<file path="src/design/ccpc_pkg.sv">
// shared types and constants of the chained cycle permutation cipher
package ccpc_pkg;

  localparam int SymCount  = 94;
  localparam int SymW      = $clog2(SymCount);
  localparam int FirstCode = 33;

  localparam int          Shift3   = 33;
  localparam logic [31:0] Recip3   = 32'((64'd1 << Shift3) / 3);
  localparam int          SymShift = 31 + SymW;
  localparam logic [31:0] RecipSym = 32'((64'd1 << SymShift) / SymCount);

  localparam logic [SymW-1:0] LastJ = SymW'(SymCount - 2);
  localparam logic [SymW-1:0] LastK = SymW'(SymCount - 1);

  typedef enum logic [2:0] {
    DS_SUM, DS_MUL3, DS_MIX, DS_PROD, DS_ABS, DS_MUL, DS_MOD
  } dstep_e;

  typedef struct packed {
    logic   latch_in;
    logic   load_gen;
    logic   draw_en;
    dstep_e step;
    logic   take_start;
    logic   take_head;
    logic   take_k;
    logic   probe_step;
    logic   commit;
    logic   set_prev;
    logic   rd_idx;
    logic   rd_prev;
    logic   emit;
  } ccpc_cmd_t;

  typedef struct packed {
    logic probe_hit;
    logic last_link;
    logic out_busy;
  } ccpc_sts_t;

endpackage

</file>
<file path="src/design/ccpc_ctrl.sv">
// controller: sequences cycle build and symbol coding
module ccpc_ctrl import ccpc_pkg::*; (
  input  logic      clk_i,
  input  logic      rst_ni,
  input  logic      in_valid_i,
  input  logic      first_i,
  output logic      in_stall_o,
  input  ccpc_sts_t sts_i,
  output ccpc_cmd_t cmd_o
);

  typedef enum logic [2:0] {
    ST_IDLE, ST_DRAW, ST_PLACE, ST_PROBE, ST_RD_IDX, ST_RD_PREV, ST_OUT
  } state_e;

  typedef enum logic [1:0] {PH_START, PH_HEAD, PH_LINK} phase_e;

  state_e state_q, state_d;
  phase_e phase_q, phase_d;
  dstep_e step_q, step_d;
  logic   accept;

  assign in_stall_o = (state_q != ST_IDLE);
  assign accept     = in_valid_i && (state_q == ST_IDLE);

  always_comb begin
    cmd_o   = '0;
    state_d = state_q;
    phase_d = phase_q;
    step_d  = step_q;
    cmd_o.step = step_q;
    unique case (state_q)
      ST_IDLE: begin
        if (accept) begin
          cmd_o.latch_in = 1'b1;
          if (first_i) begin
            cmd_o.load_gen = 1'b1;
            phase_d = PH_START;
            step_d  = DS_SUM;
            state_d = ST_DRAW;
          end else begin
            state_d = ST_RD_IDX;
          end
        end
      end
      ST_DRAW: begin
        cmd_o.draw_en = 1'b1;
        if (step_q == DS_MOD) begin
          state_d = ST_PLACE;
        end else begin
          step_d = dstep_e'(step_q + 3'd1);
        end
      end
      ST_PLACE: begin
        step_d = DS_SUM;
        unique case (phase_q)
          PH_START: begin
            cmd_o.take_start = 1'b1;
            phase_d = PH_HEAD;
            state_d = ST_DRAW;
          end
          PH_HEAD: begin
            cmd_o.take_head = 1'b1;
            phase_d = PH_LINK;
            state_d = ST_DRAW;
          end
          default: begin
            cmd_o.take_k = 1'b1;
            state_d = ST_PROBE;
          end
        endcase
      end
      ST_PROBE: begin
        if (sts_i.probe_hit) begin
          cmd_o.probe_step = 1'b1;
        end else begin
          cmd_o.commit = 1'b1;
          if (sts_i.last_link) begin
            cmd_o.set_prev = 1'b1;
            state_d = ST_RD_IDX;
          end else begin
            step_d  = DS_SUM;
            state_d = ST_DRAW;
          end
        end
      end
      ST_RD_IDX: begin
        cmd_o.rd_idx = 1'b1;
        state_d = ST_RD_PREV;
      end
      ST_RD_PREV: begin
        cmd_o.rd_prev = 1'b1;
        state_d = ST_OUT;
      end
      ST_OUT: begin
        if (!sts_i.out_busy) begin
          cmd_o.emit = 1'b1;
          state_d = ST_IDLE;
        end
      end
      default: state_d = ST_IDLE;
    endcase
  end

  always_ff @(posedge clk_i or negedge rst_ni) begin
    if (!rst_ni) begin
      state_q <= ST_IDLE;
      phase_q <= PH_START;
      step_q  <= DS_SUM;
    end else begin
      state_q <= state_d;
      phase_q <= phase_d;
      step_q  <= step_d;
    end
  end

endmodule

</file>
<file path="config.mk">
export PLATFORM = sky130hd
export DESIGN_NAME = ccpc_ctrl
export DESIGN_NICKNAME = d
export VERILOG_FILES = /design/src/design/ccpc_pkg.sv /design/src/design/ccpc_ctrl.sv
export SDC_FILE = /design/constraint.sdc
export NUM_CORES = 1
export LEC_CHECK = 0
export ABC_AREA = 1
export BUFFER_PORTS_ARGS = -buffer_cell sky130_fd_sc_hd__buf_4
export CAP_MARGIN = 20
export CORE_AREA = 4 4 41 43
export CTS_CLUSTER_DIAMETER = 200
export CTS_CLUSTER_SIZE = 20
export DETAILED_ROUTE_END_ITERATION = 8
export DIE_AREA = 0 0 45 47
export GPL_TIMING_DRIVEN = 0
export PLACE_DENSITY = 0.86
export SYNTH_ARGS = -nofsm -noshare
export SYNTH_HDL_FRONTEND = slang
export SYNTH_SLANG_ARGS = --single-unit
</file>
<file path="constraint.sdc">
create_clock -name clk_i -period 2.9 [get_ports clk_i]
set_input_delay 0.58 -clock clk_i [delete_from_list [all_inputs] [get_ports clk_i]]
set_output_delay 0.58 -clock clk_i [all_outputs]
set_load 0.05 [all_outputs]
</file>
==> results.yml <==
clocking:
  post-cts-setup-buffer-count: 0
  cts_inserted_buffers: 3
  cts-htree-levels: 1
  clkTransAtPathRegs_ps: 60
  cts_buffer_depth: 2
  clock_latency_ps: 260
  tritoncts: "built"
  post_cts_resized: 0
  cts-root-buf: "clkbuf_4"
  cts.sinks: 8
  holdBufCountCts: 0
power:
  power_switching_w: 0.0005329
  seqPwrFrac_pct: 24.0
  power_density_nw_per_um2: 1170
  power.leakage_nw: 0.4812
  irDropWorstVdd_v: 0.0005712
  p_clk_share_pct: 9.4
  swShare_pct: 57.25
  internal-power_w: 0.0003979
  power.share.combinational_pct: 66.7
synth:
  yosysWarningCount: 0
  syn_nets: 96
  synth_top_area_share_pct: 33.97
  synthCells: 87
  netlist_area_um2: 589.3
  ys_types: 23
  yosysSeqAreaShare_pct: 33.97
  synth.ff_latch_count: 8
  avgSynthCellArea_um2: 6.774
  synth_top_area_cell: "dfrtp_1"
  synth.top_cells.by_area: "dfrtp_1, nand2_1, inv_1"
critical_path:
  crit_path_cell_trace: "inv_2, nand2_1, nor2_1, inv_1, nor2_1, buf_4, buf_4"
  slowest_delay_ps: 460
  cp.required_ps: 2320
  start_kind: "flop"
  critPathTopFamily: "buffers and inverters"
  setup.worst_path.class: "reg -> out"
  crit_path_top_delay_cell: "dfrtp_1"
  crit_arrival_ps: 1530
  end_kind: "output pin"
  worstPathMaxFanout: 6
  critPathBufInv: 4
placed_design:
  dp.cells: 124
  routabilityCongestion: 0.8738
  io_buffers: 22
  dp_hpwl_mm: 1.128
drt:
  wirelength_mm: 1.373
  dr.pass1.iters: 4
  wl_per_cell_um: 10.81
  vias: 641
  routed_via_density: 5.047
  remaining_drc_errors: 0
  drtIter0Drc: 7
  drtAntennaViolNets: 0
layout:
  layout_common_cells: "nand2_1, buf_4, inv_1"
  area_delta_synth_final_pct: 35.03
  num_antenna_cells: 0
  fin_cells: 127
  fin_util_pct: 61.15
  drive_above_1_share_pct: 33.04
  finalNetCount: 123
global_routing:
  antenna_found_initial: 0
  use_met3_pct: 3.448
  met1_usage_pct: 16.51
  grt_pass1_vias: 530
  grt.busiest_layer: "met2"
  grt_pass1_wl_mm: 2.152
  grt_use_met2_pct: 23.16
  track_usage_pct: 14.24
  overflow: 0
  grt_max_degree: 9
floorplanning:
  initial_utilization_pct: 45.29
  die_area_um2: 2115
  die_y_um: 47
  die_w_um: 45
  ios: 23
  num_rows: 13
  coreArea_um2: 1301
sta:
  worst_slew_pin_slew_ps: 322.2
  timing.setup.tns_ps: 0
  finalSetupViolations: 0
  fmax_mhz: 473.3
  finalCritPeriodShare_pct: 72.86
  slew_headroom_pct: 78.29
  fin_skew_ps: 5.934
  post-route-min-period_ps: 2113
  final_max_slew_viol_count: 0
  hold_viol: 0
  rsz0062_at_grt: "false"
job:
  maxCapViolations: 0
status:
  status: "completed"
min_path:
  min_path_type: "in -> async"
## power by group through the flow
stage / sequential, W / clock [W] / combinational, W
after floorplan: 0.000269 / 0 / 0.000411
final: 0.000223 / 0.0000872 / 0.000620
after global placement: 0.000221 / 0 / 0.000609
after CTS: 0.000222 / 0.0000891 / 0.000624
after detailed placement: 0.000223 / 0 / 0.000621
after global routing: 0.000229 / 0.0000969 / 0.000671
## sequential cells by signal, indices dropped and copies added (netlist names)
signal / count
state_q: 3
step_q: 3
phase_q: 2
## routing by layer
| layer | vias up | part of all wire [%] |
|---|---|---|
| li1 | 324 | - |
| met1 | 283 | 42 |
| met2 | 29 | 47 |
| met3 | 5 | 8.8 |
| met4 | 0 | 2.2 |
| met5 | - | 0 |
## final timing paths
path	from	end	slack [ps]	cells after the start
setup reg to reg	state_q[2]	phase_q[0]	1580	6
setup / recovery	state_q[2]	cmd_o[7]	790	7
min in group clk_i	step_q[1]	step_q[1]	540	2
hold / removal	rst_ni	state_q[0]	120	1
hold reg to reg	step_q[1]	step_q[1]	540	2
max in group asynchronous	rst_ni	step_q[2]	2650	1
## worst register-to-register path, cell delays in order (launching register included)
cell and delay (ps):
dfrtp_1 460, nor2_1 200, o21ai_0 180, inv_1 90
nand3_1 100, nand2_1 70, o21ai_0 90
## cells by family (layout without fill, tap and decap cells)
family,after synthesis,count (layout),synth area share (%)
buf+inv,16,41,10.83
compound gates,9,9,9.553
flops,8,8,33.97
xor+xnor,1,1,1.486
simple gates,51,51,39.92
fa+ha+maj,2,2,4.246
## synthesized netlist by cell type
cell type	count
buf_4	1
dfrtp_1	8
ha_1	2
inv_1	12
inv_2	3
nand2_1	23
nand2_2	3
nand3_1	5
nand3_2	1
nand4_1	2
nor2_1	11
nor2_2	1
nor2_4	1
nor3_1	1
nor4_1	1
o211ai_1	1
o21ai_0	5
o21ai_1	1
o21ai_2	1
o21ba_1	1
or2_1	1
or2_2	1
xor2_1	1
## per-stage QoR
step / setup slack, ps / total power, W / hold slack (ps) / area [µm²]
3_5_place_dp: 1071 / 0.0008436 / 401.5 / 773.2
4_1_cts: 783.1 / 0.0009345 / 123.4 / 795.8
2_1_floorplan: 186.7 / 0.0006791 / 284.4 / 589.3
3_3_place_gp: 1106 / 0.0008295 / 400.3 / 773.2
5_1_grt: 687.2 / 0.0009971 / 114.3 / 795.8
6_report: 787.0 / 0.0009309 / 123.5 / 795.8
## cell type report
class	count	area, µm²
timing repair buffer	22	165.2
clock buffer	3	22.52
buffer	1	7.507
sequential	8	200.2
tap	15	18.77
multi-input combinational	63	325.3
inverter	15	56.30
fill	134	505.5
(Power assumes the default switching activity.)
