## config.mk

```make
export PLATFORM = sky130hd
export DESIGN_NAME = ccpc_dp
export DESIGN_NICKNAME = d
export VERILOG_FILES = /design/src/design/ccpc_pkg.sv /design/src/design/ccpc_dp.sv
export SDC_FILE = /design/constraint.sdc
export NUM_CORES = 2
export LEC_CHECK = 0
export BUFFER_PORTS_ARGS = -buffer_cell sky130_fd_sc_hd__buf_2
export CAP_MARGIN = 10
export CORE_MARGIN = 2
export CORE_UTILIZATION = 40
export CTS_CLUSTER_SIZE = 10
export DETAILED_ROUTE_END_ITERATION = 8
export SLEW_MARGIN = 25
export SYNTH_ARGS = -nofsm -noshare
export SYNTH_HDL_FRONTEND = slang
export SYNTH_SLANG_ARGS = --single-unit
```

## constraint.sdc

```tcl
create_clock -name clk_i -period 13.8 [get_ports clk_i]
set_input_delay 2.76 -clock clk_i [delete_from_list [all_inputs] [get_ports clk_i]]
set_output_delay 2.76 -clock clk_i [all_outputs]
set_load 0.1 [all_outputs]
```

## src/design/ccpc_pkg.sv

```systemverilog
// shared types and constants of the chained cycle permutation cipher
package ccpc_pkg;

  localparam int SymCount  = 94;
  localparam int SymW      = $clog2(SymCount);
  localparam int FirstCode = 33;

  localparam int          Shift3   = 33;
  localparam logic [31:0] Recip3   = 32'((64'd1 << Shift3) / 3);
  localparam int          SymShift = 31 + SymW;
  localparam logic [31:0] RecipSym = 32'((64'd1 << SymShift) / SymCount);

  localparam logic [SymW-1:0] LastJ = SymW'(SymCount - 2);
  localparam logic [SymW-1:0] LastK = SymW'(SymCount - 1);

  typedef enum logic [2:0] {
    DS_SUM, DS_MUL3, DS_MIX, DS_PROD, DS_ABS, DS_MUL, DS_MOD
  } dstep_e;

  typedef struct packed {
    logic   latch_in;
    logic   load_gen;
    logic   draw_en;
    dstep_e step;
    logic   take_start;
    logic   take_head;
    logic   take_k;
    logic   probe_step;
    logic   commit;
    logic   set_prev;
    logic   rd_idx;
    logic   rd_prev;
    logic   emit;
  } ccpc_cmd_t;

  typedef struct packed {
    logic probe_hit;
    logic last_link;
    logic out_busy;
  } ccpc_sts_t;

endpackage

```

## src/design/ccpc_dp.sv

```systemverilog
// datapath: generator, cycle position memory, coding and output register
module ccpc_dp import ccpc_pkg::*; (
  input  logic        clk_i,
  input  logic        rst_ni,
  input  ccpc_cmd_t   cmd_i,
  output ccpc_sts_t   sts_o,
  input  logic [31:0] type_seed_i,
  input  logic [31:0] soft_seed_i,
  input  logic [7:0]  symbol_i,
  output logic        out_valid_o,
  input  logic        out_stall_i,
  output logic [7:0]  cipher_symbol_o,
  output logic        bad_symbol_o
);

  logic [31:0]     gen_a_q, gen_b_q, abs_q;
  logic            neg_q;
  logic [63:0]     mul_q;
  logic [SymW-1:0] draw_q, start_q, prev_q, cur_q, k_q, j_q;
  logic [SymCount-1:0] used_q;
  logic [SymW-1:0] pos_mem [SymCount];
  logic [SymW-1:0] rd_q, pi_q, raddr;
  logic [7:0]      sym_q;
  logic            out_valid_q, bad_q;
  logic [7:0]      cipher_q;

  logic [31:0] sum, qe3, r3, q3, t3, five_t, na, nb, op_a, op_b, qn, rn, rn_fix;
  logic        bad;
  logic [SymW-1:0] idx;
  logic [SymW:0]   diff, gap;

  assign sum    = gen_a_q + (gen_b_q << 1);
  assign qe3    = 32'(mul_q >> Shift3);
  assign r3     = abs_q - (qe3 + (qe3 << 1));
  assign q3     = qe3 + ((r3 >= 32'd3) ? 32'd1 : 32'd0);
  assign t3     = neg_q ? -q3 : q3;
  assign five_t = t3 + (t3 << 2);
  assign na     = gen_a_q ^ (five_t - gen_b_q);
  assign nb     = (t3 << 1) - na;
  assign qn     = 32'(mul_q >> SymShift);
  assign rn     = abs_q - 32'(qn * SymCount);
  assign rn_fix = (rn >= 32'(SymCount)) ? rn - 32'(SymCount) : rn;

  always_comb begin
    case (cmd_i.step)
      DS_MUL3: begin
        op_a = abs_q;
        op_b = Recip3;
      end
      DS_PROD: begin
        op_a = gen_a_q;
        op_b = gen_b_q;
      end
      default: begin
        op_a = abs_q;
        op_b = RecipSym;
      end
    endcase
  end

  assign bad  = (sym_q < 8'(FirstCode)) || ({1'b0, sym_q} >= 9'(FirstCode + SymCount));
  assign idx  = bad ? '0 : SymW'(sym_q - 8'(FirstCode));
  assign raddr = cmd_i.rd_idx ? idx : prev_q;
  assign diff = {1'b0, pi_q} - {1'b0, rd_q} - (SymW+1)'(1);
  assign gap  = diff[SymW] ? diff + (SymW+1)'(SymCount) : diff;

  assign sts_o.probe_hit = used_q[k_q] || (k_q == cur_q);
  assign sts_o.last_link = (j_q == LastJ);
  assign sts_o.out_busy  = out_valid_q && out_stall_i;

  // generator
  always_ff @(posedge clk_i or negedge rst_ni) begin
    if (!rst_ni) begin
      gen_a_q <= '0;
      gen_b_q <= '0;
    end else if (cmd_i.load_gen) begin
      gen_a_q <= type_seed_i;
      gen_b_q <= soft_seed_i;
    end else if (cmd_i.draw_en && cmd_i.step == DS_MIX) begin
      gen_a_q <= na;
      gen_b_q <= nb;
    end
  end

  always_ff @(posedge clk_i) begin
    if (cmd_i.draw_en) begin
      case (cmd_i.step)
        DS_SUM: begin
          neg_q <= sum[31];
          abs_q <= sum[31] ? -sum : sum;
        end
        DS_ABS:  abs_q  <= mul_q[31] ? -mul_q[31:0] : mul_q[31:0];
        DS_MOD:  draw_q <= rn_fix[SymW-1:0];
        DS_MIX:  ;
        default: mul_q  <= 64'(op_a) * 64'(op_b);
      endcase
    end
  end

  // cycle build
  always_ff @(posedge clk_i or negedge rst_ni) begin
    if (!rst_ni) begin
      start_q <= '0;
      prev_q  <= '0;
      used_q  <= '0;
    end else begin
      if (cmd_i.take_start) start_q <= draw_q;
      if (cmd_i.take_head) used_q <= '0;
      else if (cmd_i.commit) used_q[cur_q] <= 1'b1;
      if (cmd_i.set_prev) prev_q <= start_q;
      else if (cmd_i.emit && !bad) prev_q <= idx;
    end
  end

  always_ff @(posedge clk_i) begin
    if (cmd_i.latch_in) sym_q <= symbol_i;
    if (cmd_i.take_head) begin
      cur_q <= draw_q;
      j_q   <= '0;
    end
    if (cmd_i.take_k) k_q <= draw_q;
    else if (cmd_i.probe_step) k_q <= (k_q == LastK) ? '0 : k_q + SymW'(1);
    if (cmd_i.commit) begin
      cur_q <= k_q;
      j_q   <= j_q + SymW'(1);
    end
  end

  // position memory
  always_ff @(posedge clk_i) begin
    if (cmd_i.take_head) pos_mem[draw_q] <= '0;
    else if (cmd_i.commit) pos_mem[k_q] <= j_q + SymW'(1);
    rd_q <= pos_mem[raddr];
    if (cmd_i.rd_prev) pi_q <= rd_q;
  end

  // output register
  always_ff @(posedge clk_i or negedge rst_ni) begin
    if (!rst_ni) begin
      out_valid_q <= 1'b0;
    end else if (cmd_i.emit) begin
      out_valid_q <= 1'b1;
    end else if (!out_stall_i) begin
      out_valid_q <= 1'b0;
    end
  end

  always_ff @(posedge clk_i) begin
    if (cmd_i.emit) begin
      bad_q    <= bad;
      cipher_q <= bad ? 8'd0 : 8'(gap) + 8'(FirstCode);
    end
  end

  assign out_valid_o     = out_valid_q;
  assign cipher_symbol_o = cipher_q;
  assign bad_symbol_o    = bad_q;

endmodule

```

==> impl_metrics.ini <==
[timing]
fin_setup_tns_ns = 0
max_freq_ghz = 0.0779
tightest_slew_ns = 1.23
final-setup-viol-count = 0
layout_min_cycle_time_ns = 12.83
slew_headroom_pct = 17.5
rsz0062_at_grt = no
hold_viol = 0
fin_skew_ns = 0.0566
fin_crit_sh_pct = 93.0
slew_violations = 0

[worst_setup_path]
crit_start = mul_q[52]$_DFFE_PP_
path_class = reg -> reg
cp-end-kind = flop
slowest_delay_ns = 0.54
start_kind = flop
worstSetupEndpoint = gen_b_q[31]$_DFFE_PN0P_
worstPathMaxFanout = 7
crit_top_cell = a21oi_1
rr_worst_depth = 51
worstReg2RegStart = mul_q[52]$_DFFE_PP_
rrSetupSlack_ns = 0.97
r2r_end = gen_b_q[31]$_DFFE_PN0P_
cp_slowest_cell = or4_1
cp.arrival_ns = 13.45
worstPathRequired_ns = 14.42

[route]
vias_per_cell = 5.58
first_iter_violations = 6686
ant_nets = 0
drt_pass1_iterations = 6
routed_wl_um = 287000
drc = 0
wl_per_cell_um = 23.8
via_count = 67231

[flow_run]
drv_cap = 0

[grt]
grt_antenna_before_repair = 13
grt_pass1_vias = 68635
top_usage_layer = met2
track_usage_pct = 25.1
grt_pass1_wl_um = 434000
gr-usage-met1_pct = 32.3
grt_use_met3_pct = 5.16
grt_overflow = 0
grt_start_max_net_pins = 167
grt_use_met2_pct = 40.4

[finish]
final_cell_mix = 1504 x nand2_1, 1350 x inv_1, 1030 x fa_1
syn2layout_area_growth_pct = 8.68
layout_commonest_cell = nand2_1
multi_input_area_um2 = 54200
final_cells = 12055
num-fill-cells = 21320
regArea_um2 = 28700
nets = 10646
final_area_um2 = 97100
drive_above_1_share_pct = 6.49

[floorplan]
fp.dieW_um = 477
die_h_um = 477
row_count = 173
initial_core_util_pct = 40.2
fp.coreArea_um2 = 222000
die_area_um2 = 227000
io_pins = 103

[clock_tree]
clock_latency_ns = 0.76
cts_sinks = 986
cts_buffer_depth = 3
cts_max_level = 3
cts-root-buf = clkbuf_16
cts.reportedPaths.clkPinSlew_ns = 0.06
cts_buffers = 114
tritoncts = built

[synth]
synth.distinct_cells = 96
synthArstFlopShare_pct = 17.5
synth_ff_type = edfxtp_1
synth_nets = 10682
avgSynthCellArea_um2 = 9.88
yosys_warnings = 0
synth_area_um2 = 89400
synth-seq-cells = 986
synth_edf_count = 806
syn_inst = 9044
yosysSeqAreaShare_pct = 32.1

[worst_hold_path]
hp-class = reg -> reg
min-delay-start = rd_q[3]$_DFF_P_

[placement]
gp_congestion = 1.00
portBuffers = 102
dp_cells = 11867
placed_area_um2 = 93700
hpwl_um = 217000

[status]
outcome = finished, final reports clean
==> synth_stat cells, types with 17 or more instances <==
cell	number	area [µm²]
nor2_1	430	1610
a311oi_1	95	832
buf_1	18	67.6
xor2_1	116	1020
xnor2_1	271	2370
edfxtp_1	806	24200
o21a_1	33	248
nand2b_1	51	319
nand4_1	38	238
clkbuf_1	425	1600
mux4_2	29	653
nor3_1	85	425
nor2b_1	83	519
o211ai_1	30	225
inv_1	1351	5070
or2_2	17	106
nand3b_1	19	143
dfrtp_1	173	4330
a21o_1	110	826
a31oi_1	113	707
a211oi_1	240	1800
o21bai_1	32	240
mux2i_1	55	551
fa_1	1030	20600
ha_1	518	6480
or3_1	22	138
o22ai_1	109	682
o31ai_1	28	210
a21oi_1	347	1740
and2_1	213	1330
and3_1	71	444
nand3_1	96	480
o21ai_0	240	1200
mux2_2	28	315
nand2_1	1506	5650
==> what timing repair did <==
| action | CTS | global route |
|---|---|---|
| setup buffers | 0 | 0 |
| setup endpoints to repair | 0 | 4 |
| hold buffers | 0 | 0 |
| resized for setup | 0 | 7 |
==> flip-flops by register name (all words and copies together) (netlist names) <==
| signal | count |
|---|---|
| abs_q | 32 |
| bad_symbol_o | 1 |
| cipher_symbol_o | 8 |
| cur_q | 7 |
| draw_q | 7 |
| gen_a_q | 32 |
| gen_b_q | 32 |
| j_q | 7 |
| k_q | 7 |
| mul_q | 63 |
| neg_q | 1 |
| out_valid_o | 1 |
| pi_q | 7 |
| pos_mem | 658 |
| prev_q | 7 |
| rd_q | 7 |
| start_q | 7 |
| sym_q | 8 |
| used_q | 94 |
==> final cells by class <==
type / instances / share of cell area (%)
Antenna cell: 11 / 0.0283
Clock buffer: 161 / 3.23
Clock inverter: 16 / 0.259
Inverter: 1351 / 5.22
Multi-Input combinational cell: 6259 / 55.8
Sequential cell: 986 / 29.5
Tap cell: 2975 / 3.83
Timing Repair Buffer: 296 / 2.10
==> worst max-delay path: cells and delay by family, from the launching register on <==
family,cells,cell delay (ns)
AOI/OAI and AO/OA,23,4.95
xor gates and xnor gates,3,0.60
adders and majority gates,9,3.50
buffers and inverters,3,0.44
DFF,1,0.50
and+or+nand+nor,13,2.69
==> how the worst min path moves through the flow <==
stage / endpoint / slack, ns / cells past startpoint
2_1_floorplan: pi_q[0]$_DFFE_PP_ / 0.41 / 0
6_report: pi_q[3]$_DFFE_PP_ / 0.45 / 0
5_1_grt: pi_q[3]$_DFFE_PP_ / 0.47 / 0
3_5_place_dp: pi_q[3]$_DFFE_PP_ / 0.44 / 0
4_1_cts: pi_q[3]$_DFFE_PP_ / 0.45 / 0
3_3_place_gp: pi_q[3]$_DFFE_PP_ / 0.42 / 0
==> per-layer routing <==
layer,vias to the layer above,wire length (µm),part of all wire [%]
met1,33828,114000,40
li1,29831,-,-
met2,2872,133000,46
met5,-,114,0.040
met4,12,15600,5.4
met3,688,24300,8.5
==> metrics by stage <==
stage          hold WS (ns)  setup WS (ns)  utilization (%)
2_1_floorplan         0.408           2.22                -
3_3_place_gp          0.421          0.979             42.2
3_5_place_dp          0.435          0.753             42.2
4_1_cts               0.449          0.665             43.7
5_1_grt               0.469         0.0653             43.7
6_report              0.448          0.970             43.7
==> logic make-up (layout without fill, tap and decap cells) <==
family / count (synthesis) / count (layout) / share of synthesized area (%)
multiplexers: 112 / 112 / 1.70
AND/OR/NAND/NOR: 2705 / 2705 / 13.4
AO/OA/AOI/OAI: 1495 / 1495 / 10.9
buffers and inverters: 1799 / 1824 / 7.58
adder cells (fa/ha/maj): 1554 / 1554 / 30.4
XOR/XNOR: 393 / 393 / 3.90
other: 0 / 11 / 0
flip-flops: 986 / 986 / 32.1
Power is left out: the tool's default activity adds up to more than one toggle a clock period on the data nets, which glitch-free logic cannot reach.
